`config.mk`:
```
export PLATFORM = sky130hd
export DESIGN_NAME = rcpc_dig_mul
export DESIGN_NICKNAME = d
export VERILOG_FILES = /design/src/hdl/ray_convex_planes_clip_assert.svh /design/src/hdl/rcpc_pkg.sv /design/src/hdl/rcpc_dig_mul.sv
export SDC_FILE = /design/constraint.sdc
export NUM_CORES = 1
export LEC_CHECK = 0
export BUFFER_PORTS_ARGS = -buffer_cell sky130_fd_sc_hd__buf_2
export CORE_MARGIN = 3
export CORE_UTILIZATION = 40
export CTS_CLUSTER_SIZE = 25
export DETAILED_ROUTE_END_ITERATION = 8
export HOLD_SLACK_MARGIN = 0.06
export PLACE_DENSITY = 0.57
export RECOVER_POWER = 100
export SLEW_MARGIN = 20
export SYNTH_ARGS = -nofsm -noshare
export SYNTH_HDL_FRONTEND = slang
export SYNTH_SLANG_ARGS = --single-unit
```
`constraint.sdc`:
```
create_clock -name clk -period 5.5 [get_ports clk]
set_input_delay 0.55 -clock clk [delete_from_list [all_inputs] [get_ports clk]]
set_output_delay 0.55 -clock clk [all_outputs]
set_load 0.02 [all_outputs]
```
`src/hdl/ray_convex_planes_clip_assert.svh`:
```
// ----------------------------------------------------------------------------
// Ray convex clip assertion macros
// Shared property forms for the clipper's concurrent checks.
// ----------------------------------------------------------------------------
`ifndef RAY_CONVEX_PLANES_CLIP_ASSERT_SVH
`define RAY_CONVEX_PLANES_CLIP_ASSERT_SVH

// same-cycle implication, disabled while reset is held
`define RCPC_ASSERT_NOW(label, ck, rn, ante, cons, msg) \
  label: assert property (@(posedge ck) disable iff (!rn) (ante) |-> (cons)) \
    else $error(msg);

// next-cycle implication, disabled while reset is held
`define RCPC_ASSERT_NEXT(label, ck, rn, ante, cons, msg) \
  label: assert property (@(posedge ck) disable iff (!rn) (ante) |=> (cons)) \
    else $error(msg);

`endif

```
`src/hdl/rcpc_pkg.sv`:
```
// ----------------------------------------------------------------------------
// Ray convex clip package
// Payload types, control structs, state encoding and fixed-point constants.
// ----------------------------------------------------------------------------
`default_nettype none

package rcpc_pkg;

  localparam int FIELD_W = 32;                  // Q16.16 field width
  localparam int FRAC_W  = 16;                  // fraction bits
  localparam int EPS_W   = 16;                  // tolerance register width
  localparam int DIG_W   = 4;                   // multiplier digit
  localparam int DIGITS  = FIELD_W / DIG_W;     // digits per operand
  localparam int PROD_W  = 2 * FIELD_W - FRAC_W + 1;  // floored product
  localparam int DOT_W   = PROD_W + 1;          // three-term sum
  localparam int MAG_W   = DOT_W - 2;           // magnitude of a sum
  localparam int QUO_W   = FIELD_W - 1;         // unsaturated quotient bits
  localparam int OVF_SH  = QUO_W - FRAC_W;      // integer bits of quotient

  localparam logic [EPS_W-1:0] EPS_RESET = EPS_W'(1);

  localparam logic signed [FIELD_W-1:0] Q_MAX = {1'b0, {(FIELD_W-1){1'b1}}};
  localparam logic signed [FIELD_W-1:0] Q_MIN = {1'b1, {(FIELD_W-1){1'b0}}};

  typedef struct packed {
    logic signed [FIELD_W-1:0] dir_x;
    logic signed [FIELD_W-1:0] dir_y;
    logic signed [FIELD_W-1:0] dir_z;
    logic signed [FIELD_W-1:0] org_x;
    logic signed [FIELD_W-1:0] org_y;
    logic signed [FIELD_W-1:0] org_z;
    logic signed [FIELD_W-1:0] norm_x;
    logic signed [FIELD_W-1:0] norm_y;
    logic signed [FIELD_W-1:0] norm_z;
    logic signed [FIELD_W-1:0] plane_offset;
    logic                      last_plane;
  } rcpc_in_t;

  typedef struct packed {
    logic                      hit;
    logic signed [FIELD_W-1:0] t_near;
    logic signed [FIELD_W-1:0] t_far;
  } rcpc_out_t;

  typedef struct packed {
    logic load;    // capture operands, clear accumulator
    logic shift;   // consume one digit of the multiplier
    logic top;     // current digit is the signed top digit
  } rcpc_mul_ctl_t;

  typedef struct packed {
    logic done;    // last quotient bit is being formed
    logic ovf;     // quotient exceeds the Q16.16 range
  } rcpc_div_sts_t;

  typedef enum logic [2:0] {
    ST_IDLE,
    ST_MUL,
    ST_SUM,
    ST_EVAL,
    ST_DIV_START,
    ST_DIV_WAIT,
    ST_UPDATE,
    ST_EMIT
  } rcpc_state_t;

endpackage

`default_nettype wire

```
`src/hdl/rcpc_dig_mul.sv`:
```
// ----------------------------------------------------------------------------
// Digit-serial signed multiplier
// Multiplies two signed Q16.16 values one 4-bit multiplier digit per cycle
// with shift set, least significant digit first, and floors the product to Q16.16.
// ----------------------------------------------------------------------------
`default_nettype none

module rcpc_dig_mul (
  input  logic                                   clk,
  input  rcpc_pkg::rcpc_mul_ctl_t                ctl,
  input  logic signed [rcpc_pkg::FIELD_W-1:0]    mcand,
  input  logic signed [rcpc_pkg::FIELD_W-1:0]    mplier,
  output logic signed [rcpc_pkg::PROD_W-1:0]     prod
);

  import rcpc_pkg::*;

  localparam int PP_W  = FIELD_W + DIG_W + 1;
  localparam int ACC_W = PP_W + 1;
  localparam int HI_W  = ACC_W - DIG_W;

  logic signed [FIELD_W-1:0] a_r;
  logic        [FIELD_W-1:0] b_r;
  logic signed [HI_W-1:0]    hi_r;
  logic        [FIELD_W-1:0] lo_r;

  logic        [DIG_W-1:0]   dig;
  logic signed [DIG_W:0]     factor;
  logic signed [PP_W-1:0]    pp;
  logic signed [ACC_W-1:0]   acc;

  always_comb begin
    dig    = b_r[DIG_W-1:0];
    // top digit carries the two's complement weight
    factor = ctl.top ? {dig[DIG_W-1], dig} : {1'b0, dig};
    pp     = PP_W'(a_r) * PP_W'(factor);
    acc    = ACC_W'(hi_r) + ACC_W'(pp);
  end

  always_ff @(posedge clk) begin
    if (ctl.load) begin
      a_r  <= mcand;
      b_r  <= mplier;
      hi_r <= '0;
    end else if (ctl.shift) begin
      hi_r <= acc[ACC_W-1:DIG_W];
      lo_r <= {acc[DIG_W-1:0], lo_r[FIELD_W-1:DIG_W]};
      b_r  <= b_r >> DIG_W;
    end
  end

  // drop the low fraction bits: arithmetic shift, i.e. round toward minus infinity
  assign prod = {hi_r[FIELD_W:0], lo_r[FIELD_W-1:FRAC_W]};

endmodule

`default_nettype wire

```
* Yosys cells after proc, flatten, opt, wreduce, memory -nomap -nowiden
Cells that the tools add are included.
Operators by class: add/sub/neg operators 1, mux-type cells 3, bitwise logic cells 1, $mul 1, reduce and logical (&&, ||, !) cells 2
Operator list (number):
- 32-bit 2-to-1 mux | 2
- 34-bit by 37-bit adder with 38-bit output | 1
- 32-bit by 5-bit multiplier with 37-bit output | 1
- 5-bit 2-to-1 mux | 1
- 2-bit AND reduction | 1
- 2-bit nonzero test | 1
- 1-bit inverter | 1
Storage, ports and cells: input bits 68, register bits 130, word-level logic and storage cells 12

* Logic depth before layout (Yosys ltp)
depth after elaboration 3, depth in mapped cells 20

* Least setup slack after synthesis
Ideal clock, no wire load.
kind input to register, start in ctl[0] (netlist name), end reg hi_r[29], setup slack 441 ps, setup time 91 ps, stages on the path 17, arrival time 4968 ps, data required time 5409 ps, path through nand2_1 > or2_2 > fa_1 > fa_1 > inv_1 > fa_1 > fa_1 > inv_1 > fa_1 > nor2b_1 > o2111ai_1 > a311oi_2 > o211ai_1 > nand2_1 > nor2_1 > or3_1 > a311oi_1
On the way: longest elaborated chain between the ends 3
RTL lines:
- from (decl) | RTL line rcpc_dig_mul.sv:10 | input rcpc_pkg::rcpc_mul_ctl_t ctl,
- 5-bit 2-to-1 mux | RTL line rcpc_dig_mul.sv:35 | factor = ctl.top ? {dig[DIG_W-1], dig} : {1'b0, dig};
- 32-bit by 5-bit multiplier with 37-bit output | RTL line rcpc_dig_mul.sv:36 | pp = PP_W'(a_r) * PP_W'(factor);
- 34-bit by 37-bit adder with 38-bit output | RTL line rcpc_dig_mul.sv:37 | acc = ACC_W'(hi_r) + ACC_W'(pp);
- to (signal assigned) | RTL line rcpc_dig_mul.sv:46 | hi_r <= acc[ACC_W-1:DIG_W];
- to (decl) | RTL line rcpc_dig_mul.sv:24 | logic signed [HI_W-1:0] hi_r;
No other way between the ends. A chain may end at the register's enable or synchronous reset.

* Worst setup path after layout
start reg a_r[0], end reg hi_r[27]
On the way: longest elaborated chain between the ends 2
RTL lines:
- from (decl) | RTL line rcpc_dig_mul.sv:22 | logic signed [FIELD_W-1:0] a_r;
- from (signal assigned) | RTL line rcpc_dig_mul.sv:42 | a_r <= mcand;
- 32-bit by 5-bit multiplier with 37-bit output | RTL line rcpc_dig_mul.sv:36
- 34-bit by 37-bit adder with 38-bit output | RTL line rcpc_dig_mul.sv:37
No other way between the ends.

==> impl_results.md <==
* Crit Path Max Fanout at 5
* Final-report setup violation count at 0
* WL final at 23.5 mm
* Clock Tree Root: clkbuf_16
* Antenna cells at 0
* Least-Margin Pin Slew at approximately 2.5 ns
* Critical Path RT at just under 6 ns
* Status: complete, but fails checks
* DP HPWL at between 15 and 20 mm
* Mean post-synth cell area at 10.2 um2
* CTS buffer count at 17
* Crit Path Category: flip-flop to flip-flop
* Clock skew at between 0.01 and 0.015 ns
* DIE AREA at roughly 29000 um2
* Worst setup SP type: flip-flop
* CTS max path bufs at 2
* Peak supply drop at between 200 and 300 uV
* Initial DRC Count at around 310
* Top-area cell type share of the netlist area at between 20 and 25%
* Rel. slew slack at -68.0%
* Chip Height at roughly 170 um
* Gpl congestion at ~0.84
* Synth Cell Area at 10800 um2
* Worst Hold Path Cells at 1
* Routed length per placed instance at around 16 um
* Max-slew violations at about 90
* Gr ovfl total at 0
* Largest net degree at the start of global routing at 51
* Worst-path clk slew at ~0.07 ns
* Ys async rst share at 0%
* Clock Sinks at between 100 and 150
* Top-level port count at around 120
* Minimum clock period after layout at about 5.3 ns
* R2R cell count at 16
* FMAX at approximately 0.19 GHz
* Initial antenna violation count at 1
* Htree depth at 4
* Cell variety after synth at 60
* Leading area contributor after synthesis: fa_1
* Die width at about 170 um
* Cells after DPL at about 1500
* Final net count at between 1000 and 1500
* RSZ-0062 raised after global routing: no
* Vias in the first global route at approximately 7700
* Final non-filler cell total at about 1500
* Via count at ~7300
* Setup_tns at 0 ns
* Synth Flop Type: edfxtp_1
* Cell Pwr Density at roughly 630 nW/um2
* Synth top area cells: fa_1 (25%), edfxtp_1 (22%), ha_1 (8.7%)
* Post-CTS sizing at 0
* Final period util at 95.7%
* Num rows at 59
* 1st-pass router iterations at 4
* Global Route Usage Sum at ~17%
* EDFF count, synth at 80
* Mapped Cells at roughly 1100
* Post-CTS Setup Inserts at 0
* Clock latency on the worst-skew pair at about 0.44 ns
* Maxcap violations at 2
* Leakage at around 5.6 nW
* Ys Warns at 0
* Violated checks: max-capacitance violations, max-slew violations
* Area delta synth->final at 11.8%
* Net Count, Synth at around 1300
* First-pass GRT wire length at about 40 mm
* Final ANT Viol Nets at 0
* Final Hold Vio Count at 0
* Layout cell share with drive strength beyond 1 at between 10% and 20%
* Sequential share of the synthesized area at approximately 29%
* Hold_buf cts at 0
* Hold WC Path Type: input pin to flip-flop
* Worst EP arrival at 5.54 ns
* Crit end category: flip-flop
* IO Port Bufs at ~120
* Initial Utilization at just over 40%
* # DRC at 0
* Core area at roughly 26000 um2
* Synth Register Bits at ~110
* Via density at slightly below 5
* CTS tree: built
-- cells by family after synthesis --
family | Yosys count | synth area share [%]
and+or+nand+nor | 285 | 13.9
buffers and inverters | 252 | 9.90
adders and majority gates | 208 | 33.3
AOI/OAI and AO/OA | 129 | 7.73
DFF | 114 | 28.5
muxes | 41 | 4.12
xor gates and xnor gates | 32 | 2.59
-- state kept, by name (all words and copies together), names as in the netlist --
name,count
hi_r,34
a_r,32
b_r,32
lo_r,16
-- power by group --
group | switching (mW) | internal (mW) | total [mW]
registers | 0.140 | 1.09 | 1.23
logic | 3.04 | 2.22 | 5.26
clock network | 0.509 | 0.646 | 1.16
-- metal layers --
layer	routed length, um	part of all wire, %	global-route usage (%)	vias up
li1	-	-	-	3566
met4	189	0.80	4.02	2
met5	13	0.055	0	-
met2	11400	48	28.9	114
met1	11100	47	23.7	3609
met3	886	3.8	3.11	16
-- synth_stat cells (3+ instances only) --
cell / count
inv_1: 185
fa_1: 133
and2_1: 125
edfxtp_1: 80
ha_1: 75
nor2_1: 70
nand2_1: 45
a21oi_1: 37
dfxtp_1: 34
buf_4: 33
clkbuf_1: 31
mux2_2: 28
o21ai_0: 28
xnor2_1: 24
a21o_1: 16
mux2i_1: 13
a211oi_1: 9
nand3_1: 9
xor2_1: 8
nor3_1: 6
o21bai_1: 6
nand4_1: 5
o21a_1: 5
or2_2: 5
o211ai_1: 4
and3_1: 3
nand2b_1: 3
nor2b_1: 3
-- final timing paths --
check	endpoint	startpoint	slack, ns
setup reg to reg	hi_r[27]	a_r[0]	0.24
setup / recovery	hi_r[27]	a_r[0]	0.24
hold / removal	a_r[30]	mcand[30]	0.28
hold reg to reg	lo_r[26]	lo_r[30]	0.45
-- critical path: stages (launching register included) --
cell       delay (ns)
edfxtp_1         0.42
or2_2            0.33
fa_1             0.45
fa_1             0.49
inv_1            0.05
fa_1             0.50
fa_1             0.57
inv_1            0.06
fa_1             0.46
nor2b_1          0.17
o2111ai_1        0.16
a311oi_2         0.40
o21ai_0          0.26
a211oi_1         0.39
o31ai_1          0.13
nand4b_1         0.10
o311ai_0         0.14
-- layout by cell type, fill, tap and decap left out, drive strengths merged, types with 3 or more instances in the layout --
cell type	netlist	final
inv	185	195
fa	133	133
and2	125	125
edfxtp	80	80
buf	36	79
clkbuf	31	76
ha	75	75
nor2	70	70
nand2	45	45
a21oi	37	37
dfxtp	34	34
o21ai	30	30
mux2	28	28
xnor2	24	24
a21o	17	17
mux2i	13	13
a211oi	10	10
nand3	9	9
xor2	8	8
nor3	6	6
o21bai	6	6
or2	5	5
nand4	5	5
o211ai	5	5
o21a	5	5
nand2b	3	3
and3	3	3
nor2b	3	3
clkinv	0	3
or3	3	3
-- through the flow --
stage	power, mW	setup slack (ns)	hold WS, ns	area (um2)	utilization, %
detailed placement	6.55	0.0238	0.427	11600	44.0
finish	7.64	0.237	0.284	12100	45.9
floorplan	5.36	0.441	0.473	10800	-
global placement	6.54	0.137	0.427	11600	44.0
CTS	7.78	0.258	0.269	12200	46.3
global route	8.54	0.00709	0.268	12100	45.9
-- final cells by class --
class / count / area (um2)
Fill cell: 2514 / 14300
Multi-Input combinational cell: 695 / 6650
Sequential cell: 114 / 3080
Inverter: 185 / 694
Timing Repair Buffer: 138 / 663
Clock buffer: 17 / 425
Tap cell: 335 / 419
Clock inverter: 15 / 164
Note: power is estimated with default switching activity, not from simulation.
