File: src/hdl/ray_convex_planes_clip_assert.svh
// ----------------------------------------------------------------------------
// Ray convex clip assertion macros
// Shared property forms for the clipper's concurrent checks.
// ----------------------------------------------------------------------------
`ifndef RAY_CONVEX_PLANES_CLIP_ASSERT_SVH
`define RAY_CONVEX_PLANES_CLIP_ASSERT_SVH

// same-cycle implication, disabled while reset is held
`define RCPC_ASSERT_NOW(label, ck, rn, ante, cons, msg) \
  label: assert property (@(posedge ck) disable iff (!rn) (ante) |-> (cons)) \
    else $error(msg);

// next-cycle implication, disabled while reset is held
`define RCPC_ASSERT_NEXT(label, ck, rn, ante, cons, msg) \
  label: assert property (@(posedge ck) disable iff (!rn) (ante) |=> (cons)) \
    else $error(msg);

`endif

File: src/hdl/rcpc_pkg.sv
// ----------------------------------------------------------------------------
// Ray convex clip package
// Payload types, control structs, state encoding and fixed-point constants.
// ----------------------------------------------------------------------------
`default_nettype none

package rcpc_pkg;

  localparam int FIELD_W = 32;                  // Q16.16 field width
  localparam int FRAC_W  = 16;                  // fraction bits
  localparam int EPS_W   = 16;                  // tolerance register width
  localparam int DIG_W   = 4;                   // multiplier digit
  localparam int DIGITS  = FIELD_W / DIG_W;     // digits per operand
  localparam int PROD_W  = 2 * FIELD_W - FRAC_W + 1;  // floored product
  localparam int DOT_W   = PROD_W + 1;          // three-term sum
  localparam int MAG_W   = DOT_W - 2;           // magnitude of a sum
  localparam int QUO_W   = FIELD_W - 1;         // unsaturated quotient bits
  localparam int OVF_SH  = QUO_W - FRAC_W;      // integer bits of quotient

  localparam logic [EPS_W-1:0] EPS_RESET = EPS_W'(1);

  localparam logic signed [FIELD_W-1:0] Q_MAX = {1'b0, {(FIELD_W-1){1'b1}}};
  localparam logic signed [FIELD_W-1:0] Q_MIN = {1'b1, {(FIELD_W-1){1'b0}}};

  typedef struct packed {
    logic signed [FIELD_W-1:0] dir_x;
    logic signed [FIELD_W-1:0] dir_y;
    logic signed [FIELD_W-1:0] dir_z;
    logic signed [FIELD_W-1:0] org_x;
    logic signed [FIELD_W-1:0] org_y;
    logic signed [FIELD_W-1:0] org_z;
    logic signed [FIELD_W-1:0] norm_x;
    logic signed [FIELD_W-1:0] norm_y;
    logic signed [FIELD_W-1:0] norm_z;
    logic signed [FIELD_W-1:0] plane_offset;
    logic                      last_plane;
  } rcpc_in_t;

  typedef struct packed {
    logic                      hit;
    logic signed [FIELD_W-1:0] t_near;
    logic signed [FIELD_W-1:0] t_far;
  } rcpc_out_t;

  typedef struct packed {
    logic load;    // capture operands, clear accumulator
    logic shift;   // consume one digit of the multiplier
    logic top;     // current digit is the signed top digit
  } rcpc_mul_ctl_t;

  typedef struct packed {
    logic done;    // last quotient bit is being formed
    logic ovf;     // quotient exceeds the Q16.16 range
  } rcpc_div_sts_t;

  typedef enum logic [2:0] {
    ST_IDLE,
    ST_MUL,
    ST_SUM,
    ST_EVAL,
    ST_DIV_START,
    ST_DIV_WAIT,
    ST_UPDATE,
    ST_EMIT
  } rcpc_state_t;

endpackage

`default_nettype wire

File: src/hdl/rcpc_div.sv
// ----------------------------------------------------------------------------
// Radix-2 divider with overflow flag
// Forms floor(num * 2^16 / den) one quotient bit per cycle and flags a
// quotient that does not fit below 2^31.
// ----------------------------------------------------------------------------
`default_nettype none

module rcpc_div (
  input  logic                             clk,
  input  logic                             rst_n,
  input  logic                             start,
  input  logic [rcpc_pkg::MAG_W-1:0]       num,
  input  logic [rcpc_pkg::MAG_W-1:0]       den,
  output rcpc_pkg::rcpc_div_sts_t          sts,
  output logic [rcpc_pkg::QUO_W-1:0]       quot
);

  import rcpc_pkg::*;

  localparam int CNT_W = $clog2(QUO_W);

  logic              busy_r;
  logic [CNT_W-1:0]  cnt_r;
  logic [MAG_W-1:0]  rem_r;
  logic [MAG_W-1:0]  den_r;
  logic [QUO_W-1:0]  nq_r;
  logic              ovf_r;

  logic [MAG_W:0]    rs;
  logic [MAG_W+1:0]  diff;
  logic              ge;

  always_comb begin
    rs   = {rem_r, nq_r[QUO_W-1]};
    diff = {1'b0, rs} - {2'b00, den_r};
    ge   = !diff[MAG_W+1];
  end

  always_ff @(posedge clk) begin
    if (!rst_n) begin
      busy_r <= 1'b0;
      cnt_r  <= '0;
    end else if (start) begin
      busy_r <= 1'b1;
      cnt_r  <= '0;
    end else if (busy_r) begin
      cnt_r <= cnt_r + CNT_W'(1);
      if (cnt_r == CNT_W'(QUO_W - 1)) begin
        busy_r <= 1'b0;
      end
    end
  end

  always_ff @(posedge clk) begin
    if (start) begin
      den_r <= den;
      // integer part of the partial remainder comes from the top numerator bits
      rem_r <= MAG_W'(num >> OVF_SH);
      nq_r  <= {num[OVF_SH-1:0], {FRAC_W{1'b0}}};
      ovf_r <= {{OVF_SH{1'b0}}, num} >= {den, {OVF_SH{1'b0}}};
    end else if (busy_r) begin
      rem_r <= ge ? diff[MAG_W-1:0] : rs[MAG_W-1:0];
      // numerator bits shift out the top, quotient bits shift in the bottom
      nq_r  <= {nq_r[QUO_W-2:0], ge};
    end
  end

  assign sts.done = busy_r && (cnt_r == CNT_W'(QUO_W - 1));
  assign sts.ovf  = ovf_r;
  assign quot     = nq_r;

endmodule

`default_nettype wire

File: config.mk
export PLATFORM = sky130hd
export DESIGN_NAME = rcpc_div
export DESIGN_NICKNAME = d
export VERILOG_FILES = /design/src/hdl/ray_convex_planes_clip_assert.svh /design/src/hdl/rcpc_pkg.sv /design/src/hdl/rcpc_div.sv
export SDC_FILE = /design/constraint.sdc
export NUM_CORES = 1
export LEC_CHECK = 0
export BUFFER_PORTS_ARGS = -buffer_cell sky130_fd_sc_hd__buf_2
export CAP_MARGIN = 5
export CORE_AREA = 5 5 155 157
export DETAILED_ROUTE_END_ITERATION = 7
export DIE_AREA = 0 0 160 162
export PLACE_DENSITY = 0.74
export SYNTH_ARGS = -nofsm -noshare
export SYNTH_HDL_FRONTEND = slang
export SYNTH_SLANG_ARGS = --single-unit
export TNS_END_PERCENT = 20
File: constraint.sdc
create_clock -name clk -period 3.1 [get_ports clk]
set_input_delay 0.62 -clock clk [delete_from_list [all_inputs] [get_ports clk]]
set_output_delay 0.62 -clock clk [all_outputs]
set_load 0.01 [all_outputs]
== Word level (Yosys, flattened, before mapping) ==
Cells that the tools add are included.
Storage, ports and cells
  flip-flop bits (word level): 134
  bits of input ports: 99
  output and inout port bits: 33
  logic and storage cells: 25
Operators by class
  add/subtract/negate cells: 2
  order comparisons: 1
  equality and inequality tests: 1
  muxes and demuxes: 8
  bitwise gates (word level): 1
  reductions and logical operators: 4
Operators with widths (number)
  $mux W33: 2
  $ge A48 B63 Y1: 1
  $mux W31: 2
  $sub A49 B48 Y50: 1
  $mux W48: 1
  $add A5 B1 Y5 const B: 1
  $eq A5 B5 Y1 const B: 1
  $mux W1: 3
  $reduce_bool A2 Y1: 1
  $reduce_or A2 Y1: 1
  $logic_and A1 B1 Y1: 1
  $logic_not A1 Y1: 1
  $not A1 Y1: 1

== Depth between registers and ports, before layout ==
Gate-level depths: netlist of the first run.
  word-level depth: 4
  gate-level depth with buffers: 15
  mapped depth without buffers: 14

== Worst setup path before layout of the first run ==
Ideal clock, no wire load.
  kind: register -> register
  start point: register nq_r[30] (netlist: quot[30])
  end point: register rem_r[46]
  setup time: 128 ps
  data arrival time: 3271 ps
  data required time: 2972 ps
  slack: -299 ps
  cell stages (with the launch flop): 15
  buffers on the path: 0
  clock period less this slack: 3399 ps
  cells stage by stage: edfxtp_1 > inv_1 > ha_1 > inv_1 > fa_1 > a21o_1 > a221oi_2 > or4_4 > o211ai_4 > a31oi_4 > o221ai_4 > a311o_2 > mux2_4 > a311oi_2 > nor3_1
On the way
  cells in the longest elaborated chain, start to end: 2
Ends and longest elaborated chain
  start, declared: line rcpc_div.sv:26  | logic [QUO_W-1:0] nq_r;
  start signal, assigned: line rcpc_div.sv:59  | nq_r <= {num[OVF_SH-1:0], {FRAC_W{1'b0}}};
  start signal, assigned: line rcpc_div.sv:64  | nq_r <= {nq_r[QUO_W-2:0], ge};
  $sub A49 B48 Y50: line rcpc_div.sv:35  | diff = {1'b0, rs} - {2'b00, den_r};
  $mux W48: line rcpc_div.sv:62  | rem_r <= ge ? diff[MAG_W-1:0] : rs[MAG_W-1:0];
  end signal, assigned: line rcpc_div.sv:58  | rem_r <= MAG_W'(num >> OVF_SH);
  end signal, assigned: line rcpc_div.sv:62
  end, declared: line rcpc_div.sv:24  | logic [MAG_W-1:0] rem_r;
Every way passes these cells.
A chain may end at the register's enable or synchronous reset.

== Final worst setup path of the first run ==
Same ends and word-level chain as after synthesis.

==> results.md, run 1 <==
- Outcome: finished with violations
- Failing checks: setup timing
- Post-route cell area: between 10,000 and 15,000 um2
- DIE HEIGHT: around 160 um
- FF-to-FF setup slack: -0.09 ns
- Total of max-cap violations: 0
- Routed wire per std cell: about 16 um
- Asr flop ratio synth: 0%
- Yosys cell types: between 70 and 80
- Layout fillers: 1,982
- Dominant cell type by area after synthesis: edfxtp_1
- FP Rows: between 50 and 60
- Ranking of synthesized cells by area: edfxtp_1 32%, ha_1 11%, dfxtp_1 8.2%, mux2i_1 5.0%, inv_1 4.0%
- Vias/cell: roughly 5.4
- Layout Utilization: about half
- Root Buffer: clkbuf_16
- Syn. warnings: 0
- Cell Count, Final, Fillers Out: around 1.5k
- H-tree levels: 4
- Final ANT Viol Nets: 0
- Total power: 6.76 mW
- Unrepaired setup endpoints after global routing: yes
- CP endpoint kind: flip-flop
- Num CTS Buffers: 17
- Post-CTS Hold Buffers: 0
- Max Freq: approximately 0.31 GHz
- Dpl ws: -0.257 ns
- Routability Congestion: approximately 0.95
- Max incr delay on CP: approximately 0.40 ns
- Commonest cells post-synth: 97 x edfxtp_1, 97 x inv_1, 83 x ha_1, 77 x nand2_1, 67 x a21oi_1
- Reg2Reg Depth: 14
- Post-Synthesis Net Count: approximately 1.1k
- Clk slew on worst S/H paths: around 0.070 ns
- Clk sinks: roughly 130
- Vias in the first global route: approximately 8k
- Synthesized area: roughly 9100 um2
- PD cells: 583 nW/um2
- Setup-failing EPs final: 4
- Post-synth top area share: 32.1%
- CP max FO: 3
- Ports: ~130
- WP data required: between 3 and 4 ns
- Antenna Diode Count: 0
- Final worst path period need: between 3 and 4 ns
- Crit-path cells: inv_1, ha_2, inv_2, fa_2, a21o_1, a221oi_2, or4_4, o211ai_4, a31oi_4, o221ai_4, a311o_2, mux2_4, a311oi_2, nor3_1
- TritonCTS clock tree: done
- Initial antenna violation count: 0
- WS Path Type: flip-flop to flip-flop
- Lkg Pwr: about 5.3 nW
- DIE AREA: 25,900 um2
- Worst EP arrival: 3.50 ns
- Peak VDD IR: about 0.00038 V
- Placed Cells: 1,410
- Initial Utilization: 40.6%
- Post-synthesis cell count: 942
- Synth Register Bits: between 100 and 150
- Final period util: 103%
- Top_reg_cell synth: edfxtp_1
- Slew @ Worst Pin: roughly 0.93 ns
- Largest net degree at the start of global routing: 49
- Register area share after synthesis: between 40% and 50%
- Gr usage total: between 10% and 20%
- Hold Vio Cnt, Final: 0
- Max_slew headroom: a little under two fifths
- Nature of the critical path startpoint: flip-flop
- First-pass GRT wire length: just under 40 mm
- Remaining Overflow, GRT: 0
- Clock Tree Buf Depth: 2
- Final net count: 1,339
- DPL Wire Length: roughly 18 mm
- EDFF count, synth: 97
- Fraction of layout cells with a size suffix above 1: ~28%
- Post-place instance area: around 11,000 um2
- Fin. max-slew vios: 0
- Worst-Skew Late Latency: roughly 0.43 ns
- Area grow syn2layout: 27.9%
- Clk_skew: 0.0107 ns
- # port buffers: 131
- Core box area: around 22,000 um2
- Number of remaining DRC errors: 0
- Vias: roughly 7.8k
- Hold Path Stages: 1
- DRT Pass-1 Iters: 5
- Initial DRC Count: around 470
- Mapped Avg Cell Area: around 9.6 um2
- Hold WC Path Type: input port to flip-flop
- Detailed Route WL: approximately 24 mm
- Final WS setup: -0.0876 ns
- Die W: ~160 um
- Slowest cell on the critical path: a311o_2
[layer usage]
layer	track usage, %	part of all wire, %
met1	21.2	42
met2	32.3	50
met3	3.32	4.8
met4	8.02	3.7
met5	0	0
[registers in the layout, summed over array words and instances (netlist names)]
register  cells
busy_r        1
cnt_r         5
den_r        48
ovf_r         1
quot         31
rem_r        48
[worst max-delay path, delay by kind of cell, from the launching register on]
kind	cells	cell delay, ns
multiplexers	1	0.32
buffers and inverters	2	0.11
flip-flops	1	0.39
adder cells (fa/ha/maj)	2	0.53
AO/OA/AOI/OAI	7	1.47
AND/OR/NAND/NOR	2	0.26
[cell type report]
type / count / area [um2] / area share, %
well taps: 285 / 357 / 3.07
clock inverters: 12 / 104 / 0.895
clock buffers: 20 / 489 / 4.21
repair buffers: 232 / 1510 / 13.0
flip-flops and latches: 134 / 3650 / 31.5
multi-input cells: 674 / 5130 / 44.2
inverters: 97 / 364 / 3.14
[per-stage QoR]
stage	hold WS (ns)	TNS, ns
2_1_floorplan	0.473	-0.652
3_3_place_gp	0.489	-1.32
3_5_place_dp	0.496	-2.46
4_1_cts	0.367	-1.37
5_1_grt	0.368	-2.22
6_report	0.382	-0.140
[power breakdown]
group          internal, mW  switching [mW]
clock network          1.17           0.863
logic                  1.21            1.30
registers              2.13           0.100
[what timing repair did]
item | 4_1_cts | 5_1_grt
gates resized for setup | 26 | 30
buffers inserted | 7 | 5
pin swaps | 15 | 17
setup endpoints to repair | 34 | 48
hold endpoints to repair | 0 | 0
[path summary, 6_finish.rpt]
kind / startpoint / end
setup / recovery: quot[30] / rem_r[46]
hold / removal: den[36] / den_r[36]
setup reg to reg: quot[30] / rem_r[46]
hold reg to reg: quot[0] / quot[0]
[logic make-up after synthesis]
family                   synth area share [%]
AND/OR/NAND/NOR                          11.9
flip-flops                               40.2
AO/OA/AOI/OAI                            18.8
buffers and inverters                    6.12
XOR/XNOR                                 4.25
multiplexers                             7.11
adder cells (fa/ha/maj)                  11.7
[placed cells by master, fill, tap and decap left out, types with 4 or more instances in the layout]
cell,instances
clkbuf_16,19
a31oi_1,7
and3_1,4
xor2_1,19
dfxtp_1,36
a211oi_1,9
nand3_1,13
mux2_2,7
ha_1,76
nor4_1,8
o21bai_1,5
nor2_1,64
a311oi_1,4
nor3_1,10
nor2b_1,7
buf_2,130
a21o_1,36
a21oi_1,62
a21oi_2,5
edfxtp_1,97
or3_1,4
inv_1,95
nand4_1,22
o21ai_0,55
buf_12,5
o21a_1,10
mux2_4,10
xnor2_1,25
mux2i_1,45
ha_4,5
buf_4,90
clkinv_4,4
buf_6,5
o21ai_1,7
nand2_1,77
a22o_1,14
(Power assumes the default switching activity.)
==> run 2, diff against run 1 <==
--- a/config.mk
+++ b/config.mk
@@ -7,10 +7,9 @@
 export LEC_CHECK = 0
 export BUFFER_PORTS_ARGS = -buffer_cell sky130_fd_sc_hd__buf_2
 export CAP_MARGIN = 5
-export CORE_AREA = 5 5 155 157
+export CORE_AREA = 4 4 154 156
 export DETAILED_ROUTE_END_ITERATION = 7
-export DIE_AREA = 0 0 160 162
-export PLACE_DENSITY = 0.74
+export DIE_AREA = 0 0 158 160
 export SYNTH_ARGS = -nofsm -noshare
 export SYNTH_HDL_FRONTEND = slang
 export SYNTH_SLANG_ARGS = --single-unit
==> run 2 against run 1 <==
- sequential power about the same
- first-iteration DRC count decreased by 4.5%
- the flow still finishes with violations (setup timing)
- total power decreased by 0.22%
- count of clock-buffer cells in the layout decreased by 2
- clock power increased by 2%
- final cell count increased by 0.69%
- largest cell class unchanged
- highest routed layer unchanged
==> results.md, run 2 (same netlist as run 1, synthesis figures left out) <==
- Outcome: finished with violations (unchanged)
- Failing checks: setup timing (unchanged)
- Setup-failing EPs final: 11 (was 4)
- Met3 usage: 4.47% (was 3.32%)
- Total of max-cap violations: 0 (unchanged)
- Detailed Route WL: 23.6 mm (was 24.0 mm)
- Initial Utilization: 40.6% (unchanged)
- FP Rows: 55 (unchanged)
- Worst EP arrival: 3.37 ns (was 3.50 ns)
- Clock Tree Buf Depth: 2 (unchanged)
- Reg2Reg Depth: 11 (was 14)
- DRT Pass-1 Iters: 5 (unchanged)
- Worst-Skew Late Latency: 0.43 ns (about the same)
- Final worst path period need: 3.20 ns (was 3.19 ns)
- Final ANT Viol Nets: 0 (unchanged)
- DPL Wire Length: 18.0 mm (was 17.9 mm)
- H-tree levels: 4 (unchanged)
- Slew @ Worst Pin: 1.00 ns (was 0.931 ns)
- # port buffers: 131 (unchanged)
- Gr usage total: 19.0% (was 18.1%)
- Core box area: 22,400 um2 (unchanged)
- Slowest cell on the critical path: edfxtp_1 (was a311o_2)
- Layout Utilization: 51.8% (was 51.9%)
- Most common cell after layout, fill and taps aside: buf_2 (unchanged)
- Clk_skew: 0.0165 ns (was 0.0107 ns)
- Unrepaired setup endpoints after global routing: yes (unchanged)
- Post-place instance area: 10,700 um2 (was 10,600 um2)
- CP max FO: 5 (was 3)
- M1 GR Usage: 25.4% (was 21.2%)
- Cell Count, Final, Fillers Out: 1,464 (was 1,454)
- Hold WC Path Type: input port to flip-flop (unchanged)
- Routed wire per std cell: 16.1 um (was 16.5 um)
- Hold Path Stages: 1 (unchanged)
- DIE HEIGHT: 160 um (was 162 um)
- Post-route cell area: 11,600 um2 (about the same)
- DIE AREA: 25,300 um2 (was 25,900 um2)
- Fraction of layout cells with a size suffix above 1: 28.2% (was 27.8%)
- Number of remaining DRC errors: 0 (unchanged)
- Initial antenna violation count: 0 (unchanged)
- Vias in the first global route: 7,873 (was 8,015)
- Hold Path End: den_r[11] (was den_r[36])
- Vias: 7,739 (was 7,843)
- Initial DRC Count: 450 (was 471)
- Antenna Diode Count: 0 (unchanged)
- Fin. max-slew vios: 0 (unchanged)
- Placed Cells: 1,423 (was 1,410)
- Die W: 158 um (was 160 um)
- GRT Max-Usage Layer: met2 (unchanged)
- WP data required: 3.27 ns (was 3.42 ns)
- Most common cell on crit path: mux2_2
- Final net count: 1,349 (was 1,339)
- Worst Min Path Start: den[11] (was den[36])
- Clk slew on worst S/H paths: 0.07 ns (about the same)
- PD cells: 583 nW/um2 (about the same)
- Hold Vio Cnt, Final: 0 (unchanged)
- Ports: 132 (unchanged)
- Peak VDD IR: 0.000341 V (was 0.000379 V)
- Max Freq: 0.313 GHz (was 0.314 GHz)
- Root Buffer: clkbuf_16 (unchanged)
- Most frequent cells in the layout: 130 x buf_2, 101 x buf_4, 97 x edfxtp_1 (was 130 x buf_2, 97 x edfxtp_1, 95 x inv_1)
- Lkg Pwr: 5.31 nW (was 5.29 nW)
- Total power: 6.75 mW (was 6.76 mW)
- Vias/cell: 5.29 (was 5.39)
- Routability Congestion: 0.873 (was 0.948)
- Crit-path cells: ha_1, buf_4, a21oi_1, a311o_1, and2b_1, o221ai_1, a221o_1, a211oi_2, xnor2_1, mux2_2, mux2_2 (was inv_1, ha_2, inv_2, fa_2, a21o_1, a221oi_2, or4_4, o211ai_4, a31oi_4, o221ai_4, a311o_2, mux2_4, a311oi_2, nor3_1)
- TritonCTS clock tree: done (unchanged)
- FF-to-FF setup slack: -0.1 ns (was -0.09 ns)
- Max incr delay on CP: 0.39 ns (was 0.40 ns)
- Nature of the critical path startpoint: flip-flop (unchanged)
- Clk sinks: 134 (unchanged)
- Max_slew headroom: 33.0% (was 37.7%)
- Worst R2R Start: rem_r[3] (was quot[30])
- WS Path Type: flip-flop to flip-flop (unchanged)
- Final period util: 103% (about the same)
- Final WS setup: -0.0976 ns (was -0.0876 ns)
- Largest net degree at the start of global routing: 101 (was 49)
- CP endpoint kind: flip-flop (unchanged)
- Num CTS Buffers: 17 (unchanged)
- R2R Path End: rem_r[23] (was rem_r[46])
- GR Layer Usage met2: 31.0% (was 32.3%)
- First-pass GRT wire length: 39.1 mm (was 38.6 mm)
- Remaining Overflow, GRT: 0 (unchanged)
- Area grow syn2layout: 27.6% (was 27.9%)
==> run 2: critical path, delay by kind of cell, from the launching register on <==
| kind | cells | cell delay, ns |
|---|---|---|
| buffers and inverters | 1 | 0.16 |
| AOI/OAI and AO/OA | 5 | 1.24 |
| DFF | 1 | 0.39 |
| adders and majority gates | 1 | 0.37 |
| muxes | 2 | 0.53 |
| and+or+nand+nor | 1 | 0.18 |
| xor gates and xnor gates | 1 | 0.08 |
==> run 2: worst max path at each step <==
stage,start,end,depth (start not counted)
6_report,rem_r[3],rem_r[23],11
5_1_grt,quot[30],rem_r[46],14
4_1_cts,rem_r[0],rem_r[23],11
3_5_place_dp,quot[30],rem_r[46],14
3_3_place_gp,quot[30],rem_r[46],14
2_1_floorplan,quot[30],rem_r[46],14
==> run 2: cell type report <==
| class | count | area (um2) |
|---|---|---|
| clock buffers | 18 | 450 |
| clock inverters | 14 | 151 |
| fillers | 2022 | 10800 |
| inverters | 97 | 364 |
| multi-input cells | 674 | 5040 |
| flip-flops and latches | 134 | 3650 |
| well taps | 285 | 357 |
| repair buffers | 242 | 1570 |
==> run 2: timing repair <==
item | CTS | global route
hold buffers | 0 | 0
pin swaps | 22 | 13
setup buffers | 6 | 4
resized for setup | 22 | 21
endpoints found under the setup margin | 45 | 48
==> run 2: stage by stage <==
stage / setup WS (ns) / setup TNS [ns] / hold slack [ns]
floorplan: -0.239 / -0.652 / 0.473
global placement: -0.233 / -3.97 / 0.492
detailed placement: -0.297 / -5.18 / 0.501
CTS: -0.136 / -1.79 / 0.364
global route: -0.282 / -4.42 / 0.356
finish: -0.0976 / -0.652 / 0.376
==> run 2: power breakdown <==
part,internal (mW),switching (mW)
Sequential,2.13,0.0912
Clock,1.13,0.947
Combinational,1.18,1.28
Total,4.43,2.32
==> run 2: per-layer routing <==
metal / vias up / share of wire, %
met5: - / 0
met2: 178 / 48
met4: 0 / 1.7
li1: 3883 / -
met3: 26 / 4.7
met1: 3652 / 46
